$ cat config.mk
export PLATFORM = sky130hd
export DESIGN_NAME = base64url_stream_decoder_core
export DESIGN_NICKNAME = d
export VERILOG_FILES = /design/src/sv/b64u_dec_pkg.sv /design/src/sv/base64url_stream_decoder_core.sv /design/src/sv/b64u_dec_unpack.sv /design/src/sv/b64u_dec_grpq.sv
export SDC_FILE = /design/constraint.sdc
export NUM_CORES = 1
export LEC_CHECK = 0
export ABC_AREA = 1
export BUFFER_PORTS_ARGS = -buffer_cell sky130_fd_sc_hd__buf_2
export CORE_UTILIZATION = 61
export DETAILED_ROUTE_END_ITERATION = 12
export PLACE_DENSITY = 0.86
export SLEW_MARGIN = 20
export SYNTH_ARGS = -nofsm -noshare
export SYNTH_HDL_FRONTEND = slang
export SYNTH_SLANG_ARGS = --single-unit
$ cat constraint.sdc
create_clock -name clk -period 3.51 [get_ports clk]
set_input_delay 0.1755 -clock clk [delete_from_list [all_inputs] [get_ports clk]]
set_output_delay 0.1755 -clock clk [all_outputs]
set_load 0.05 [all_outputs]
$ cat src/sv/b64u_dec_pkg.sv
// Types and the character map shared by the base64url decoder modules.
`timescale 1ns / 1ps
package b64u_dec_pkg;

	localparam int unsigned GRP_DEPTH = 2;

	typedef struct packed {
		logic [7:0] char_in;
		logic       end_of_text;
	} in_item_t;

	typedef struct packed {
		logic [7:0] byte_out;
		logic       has_byte;
		logic       msg_last;
	} out_item_t;

	// Results caused by one input item: up to three bytes or one bare end marker.
	typedef struct packed {
		logic [2:0][7:0] data;      // data[0] goes out first
		logic [1:0]      last_idx;  // index of the final result in the group
		logic            has_byte;
		logic            msg_end;
	} grp_t;

	// Bit 6 set means the character is not in the alphabet.
	function automatic logic [6:0] sextet_of(input logic [7:0] c);
		logic [6:0] r;
		r = 7'h40;
		if (c >= 8'h41 && c <= 8'h5a) begin
			r = {1'b0, 6'(c - 8'h41)};
		end else if (c >= 8'h61 && c <= 8'h7a) begin
			r = {1'b0, 6'(c - 8'h61 + 8'd26)};
		end else if (c >= 8'h30 && c <= 8'h39) begin
			r = {1'b0, 6'(c - 8'h30 + 8'd52)};
		end else if (c == 8'h2d) begin
			r = 7'd62;
		end else if (c == 8'h5f) begin
			r = 7'd63;
		end
		return r;
	endfunction

endpackage

$ cat src/sv/base64url_stream_decoder_core.sv
// Top level of the URL-safe base64 stream decoder.
//
//   channel | valid     | ready     | payload
//   input   | in_valid  | in_ready  | in_item  (char_in, end_of_text)
//   output  | out_valid | out_ready | out_item (byte_out, has_byte, msg_last)
//
// One character is taken per cycle while the two-entry group queue has room;
// a group that it completes is registered into the queue. The output side sends
// one byte per cycle while out_ready is high; a group keeps its queue entry until
// its last result has gone. in_ready depends only on queue fill, not on out_ready.
// Reset clears the accumulator, sextet count and the queue.
`timescale 1ns / 1ps
module base64url_stream_decoder_core
	import b64u_dec_pkg::*;
(
	input  logic      clk,
	input  logic      arst_n,
	input  logic      in_valid,
	output logic      in_ready,
	input  in_item_t  in_item,
	output logic      out_valid,
	input  logic      out_ready,
	output out_item_t out_item
);

	logic fire, grp_push, q_full;
	grp_t grp;

	assign in_ready = !q_full;
	assign fire     = in_valid && in_ready;

	b64u_dec_unpack u_unpack (
		.clk      (clk),
		.arst_n   (arst_n),
		.fire     (fire),
		.in_item  (in_item),
		.grp_push (grp_push),
		.grp      (grp)
	);

	b64u_dec_grpq u_grpq (
		.clk       (clk),
		.arst_n    (arst_n),
		.grp_push  (grp_push),
		.grp       (grp),
		.full      (q_full),
		.out_valid (out_valid),
		.out_ready (out_ready),
		.out_item  (out_item)
	);

endmodule

$ cat src/sv/b64u_dec_unpack.sv
// Decode stage: maps a character, accumulates sextets and forms a result group.
`timescale 1ns / 1ps
module b64u_dec_unpack
	import b64u_dec_pkg::*;
(
	input  logic     clk,
	input  logic     arst_n,
	input  logic     fire,
	input  in_item_t in_item,
	output logic     grp_push,
	output grp_t     grp
);

	logic [23:0] acc_q, acc_n, acc_shift;
	logic [1:0]  cnt_q, cnt_n;
	logic [6:0]  sx;
	logic        full_grp;

	always_comb begin
		sx        = sextet_of(in_item.char_in);
		acc_shift = {acc_q[17:0], sx[5:0]};
		acc_n     = acc_q;
		cnt_n     = cnt_q;
		full_grp  = 1'b0;
		grp       = '0;
		if (!sx[6]) begin
			if (cnt_q == 2'd3) begin
				full_grp      = 1'b1;
				grp.data[0]   = acc_shift[23:16];
				grp.data[1]   = acc_shift[15:8];
				grp.data[2]   = acc_shift[7:0];
				grp.last_idx  = 2'd2;
				grp.has_byte  = 1'b1;
				acc_n         = '0;
				cnt_n         = '0;
			end else begin
				acc_n = acc_shift;
				cnt_n = cnt_q + 2'd1;
			end
		end
		if (in_item.end_of_text) begin
			grp.msg_end = 1'b1;
			case (cnt_n)
				2'd2: begin
					grp.data[0]  = acc_n[11:4];
					grp.last_idx = 2'd0;
					grp.has_byte = 1'b1;
				end
				2'd3: begin
					grp.data[0]  = acc_n[17:10];
					grp.data[1]  = acc_n[9:2];
					grp.last_idx = 2'd1;
					grp.has_byte = 1'b1;
				end
				default: begin
					// a lone sextet is dropped; bare marker unless a full group went out
					if (!full_grp) begin
						grp.last_idx = 2'd0;
						grp.has_byte = 1'b0;
					end
				end
			endcase
			acc_n = '0;
			cnt_n = '0;
		end
		grp_push = fire && (full_grp || in_item.end_of_text);
	end

	always_ff @(posedge clk or negedge arst_n) begin
		if (!arst_n) begin
			acc_q <= '0;
			cnt_q <= '0;
		end else if (fire) begin
			acc_q <= acc_n;
			cnt_q <= cnt_n;
		end
	end

endmodule

$ cat src/sv/b64u_dec_grpq.sv
// Two-entry group queue with a serializer that sends one result item per cycle while out_ready is high.
`timescale 1ns / 1ps
module b64u_dec_grpq
	import b64u_dec_pkg::*;
(
	input  logic      clk,
	input  logic      arst_n,
	input  logic      grp_push,
	input  grp_t      grp,
	output logic      full,
	output logic      out_valid,
	input  logic      out_ready,
	output out_item_t out_item
);

	grp_t       mem_q [GRP_DEPTH];
	logic       wr_q, rd_q;
	logic [1:0] cnt_q;
	logic [1:0] idx_q;
	grp_t       head;
	logic       res_pop, grp_pop;

	always_comb begin
		head               = mem_q[rd_q];
		out_valid          = (cnt_q != 2'd0);
		full               = (cnt_q == 2'(GRP_DEPTH));
		out_item.byte_out  = head.data[idx_q];
		out_item.has_byte  = head.has_byte;
		out_item.msg_last  = head.msg_end && (idx_q == head.last_idx);
		res_pop            = out_valid && out_ready;
		grp_pop            = res_pop && (idx_q == head.last_idx);
	end

	always_ff @(posedge clk) begin
		if (grp_push) begin
			mem_q[wr_q] <= grp;
		end
	end

	always_ff @(posedge clk or negedge arst_n) begin
		if (!arst_n) begin
			wr_q  <= 1'b0;
			rd_q  <= 1'b0;
			cnt_q <= '0;
			idx_q <= '0;
		end else begin
			if (grp_push) begin
				wr_q <= ~wr_q;
			end
			if (grp_pop) begin
				rd_q  <= ~rd_q;
				idx_q <= '0;
			end else if (res_pop) begin
				idx_q <= idx_q + 2'd1;
			end
			case ({grp_push, grp_pop})
				2'b10:   cnt_q <= cnt_q + 2'd1;
				2'b01:   cnt_q <= cnt_q - 2'd1;
				default: cnt_q <= cnt_q;
			endcase
		end
	end

endmodule
==> results.tsv <==
metric	value	unit
initial_core_util	63.45	%
nets	569	
path_cells	buf_4 > clkinv_1 > nand2_1 > nand2_1 > xor2_1 > nand2_1 > nor2_1 > ha_1 > a21oi_1 > o21ai_0 > xor2_1	
fin_util	69.00	%
fin_crit_sh	73.82	%
skew	0.01096	ns
antenna_found_initial	0	
place_area	4803	sq um
finalWeightedCongestion	0.8941	
drcViolationCount	0	
htreeDepth	3	
required	3.74	ns
firstDrtPassIters	6	
die_y	88.86	microns
wirelength	10610	microns
track_usage	29.34	%
leakage	2.245	nW
drive_gt1_share	16.03	%
cts_tree	done	
period_needed	2.591	ns
worstSetupStartpointType	flop	
clock_latency	0.36	ns
ys_warn_count	0	
syn_inst	519	
synth.distinct_cells	34	
seq_area_frac_synth	50.68	%
clock_path_buffers	2	
dpl.hpwl	7669	microns
fmax	0.3860	GHz
design_area	5005	sq um
status	finished, final reports clean	
ant_nets	0	
syn-num-nets	543	
finalSetupViolCount	0	
path_max_fanout	30	
grt-ovfl-total	0	
place.port_buffers	24	
area_delta_synth_final	8.755	%
slowest_stage	clkinv_1	
wire_per_inst	16.38	microns
hold_violations	0	
path_clk_slew	0.08	ns
setup_tns	0	ns
drtIter0Drc	287	
grt_pass1_vias	3423	
core_region_area	7253	sq um
setup_slack	0.9190	ns
yosys-top-cells-area	edfxtp_1 37%, dfrtp_1 14%, nand2_1 12%, o21ai_0 5.3%, nor2_1 3.7%	
synth_top_area_share	36.54	%
numCtsBuffers	9	
cellPowerDensity	692.3	nW/um^2
cts_root_buf	clkbuf_8	
worst_pin_slew	0.6124	ns
arrival	2.82	ns
vias	3736	
row_count	31	
pre_cts_ws	0.7911	ns
path_class	reg2reg	
crit_path_end_kind	flop	
grt_max_degree	31	
maxSlewHeadroom	59.18	%
syn-cell-area	4602	sq um
die_w	88.86	microns
hold_class	in2reg	
io_pins	25	
vias_per_cell	5.765	
grt_pass1_wl	16780	microns
rsz0062_at_grt	false	
yosysTopAreaCell	edfxtp_1	
synth_seq_cells	82	
cap_violations	0	
drv_slew	0	
postCtsSetupBuffers	0	
slowest_delay	0.38	ns
cpMostUsedCell	nand2_1	
peakVddDrop	340.4	uV
cts.sinks	82	
antennaDiodeCount	0	
syn_area_per_cell	8.867	sq um
die_area	7895	sq um
placed_cells	632	
instances_no_fill	648	
## area by class of cell
| class | instances | area, sq um |
|---|---|---|
| Sequential cell | 82 | 2332 |
| Fill cell | 565 | 2248 |
| Multi-Input combinational cell | 368 | 1976 |
| Inverter | 51 | 191.4 |
| Timing Repair Buffer | 33 | 190.2 |
| Clock buffer | 9 | 123.9 |
| Tap cell | 99 | 123.9 |
| Clock inverter | 6 | 67.56 |
## critical path, delay by kind of cell, from the launching register on
family / cells / cell delay, ns
buffers and inverters: 2 / 0.67
and+or+nand+nor: 4 / 0.59
DFF: 1 / 0.33
adders and majority gates: 1 / 0.31
xor gates and xnor gates: 2 / 0.29
AOI/OAI and AO/OA: 2 / 0.27
## metal layers
layer	global-route usage (%)	up-vias	part of all wire [%]
met4	14.81	0	3.7
met1	36.05	1749	41
li1	-	1782	-
met2	48.74	177	49
met3	6.716	28	6.5
met5	0	-	0
## report_power, final
part | leakage (nW) | internal (mW) | switching, mW
clock | 0.0917 | 0.327 | 0.341
sequential | 0.872 | 1.20 | 0.0852
combinational | 1.28 | 0.374 | 1.14
total | 2.24 | 1.90 | 1.57
## flip-flops by register name, summed over array words and instances, names as in the netlist
name,count
u_grpq.wr_q,1
u_unpack.cnt_q,2
u_unpack.acc_q,18
u_grpq.mem_q,56
u_grpq.idx_q,2
u_grpq.cnt_q,2
u_grpq.rd_q,1
## cell usage in the layout, fill, tap and decap left out, types with 5 or more instances in the layout
master and count:
clkbuf_8 9, nand3_1 27, inv_1 42, o22ai_1 17, ha_1 11, buf_2 24, inv_2 7, nand2_4 9
nand4_1 5, a21oi_1 7, nor2_2 5, o21ai_1 5, a22o_1 5, nand2_1 152, edfxtp_1 56, xor2_1 10
buf_4 8, nor2_1 43, o22ai_2 5, o21ai_0 49, dfrtp_1 26
## cells by family after synthesis
family,synth area share (%)
flip-flops,50.68
adder cells (fa/ha/maj),2.991
AO/OA/AOI/OAI,11.83
AND/OR/NAND/NOR,25.72
XOR/XNOR,2.284
buffers and inverters,6.498
## per-stage QoR
stage / total power [mW] / hold slack [ns]
2_1_floorplan: 2.412 / -0.1201
6_report: 3.465 / 0.1830
3_5_place_dp: 2.804 / 0.2162
4_1_cts: 3.466 / 0.1727
3_3_place_gp: 2.748 / 0.2153
5_1_grt: 3.664 / 0.1953
## what timing repair did
item,4_1_cts,5_1_grt
resized for setup,0,0
hold endpoints to repair,26,0
hold buffers,1,0
## path summary, 6_finish.rpt
path                       cells after the start                        start                        endpoint  slack (ns)
setup / recovery                              11      u_grpq.rd_q$_DFFE_PN0P_     u_grpq.cnt_q[1]$_DFFE_PN0P_        0.92
hold / removal                                 4                    out_ready     u_grpq.idx_q[1]$_DFFE_PN0P_        0.18
setup reg to reg                              11      u_grpq.rd_q$_DFFE_PN0P_     u_grpq.cnt_q[1]$_DFFE_PN0P_        0.92
hold reg to reg                                1  u_grpq.cnt_q[0]$_DFFE_PN0P_     u_grpq.cnt_q[0]$_DFFE_PN0P_        0.54
max in group asynchronous                      2                       arst_n   u_unpack.acc_q[2]$_DFFE_PN0P_        2.71
min in group asynchronous                      2                       arst_n  u_unpack.acc_q[16]$_DFFE_PN0P_        0.39
## synthesized netlist by cell type, drive strengths merged
master,count
nand2,164
edfxtp,56
o21ai,56
nor2,53
inv,49
nand3,30
dfrtp,26
o22ai,22
clkbuf,11
ha,11
xor2,10
a21oi,8
buf,7
a22o,5
nand4,5
clkinv,2
nand3b,2
xnor2,2
Power figures use the tool's default switching activity.
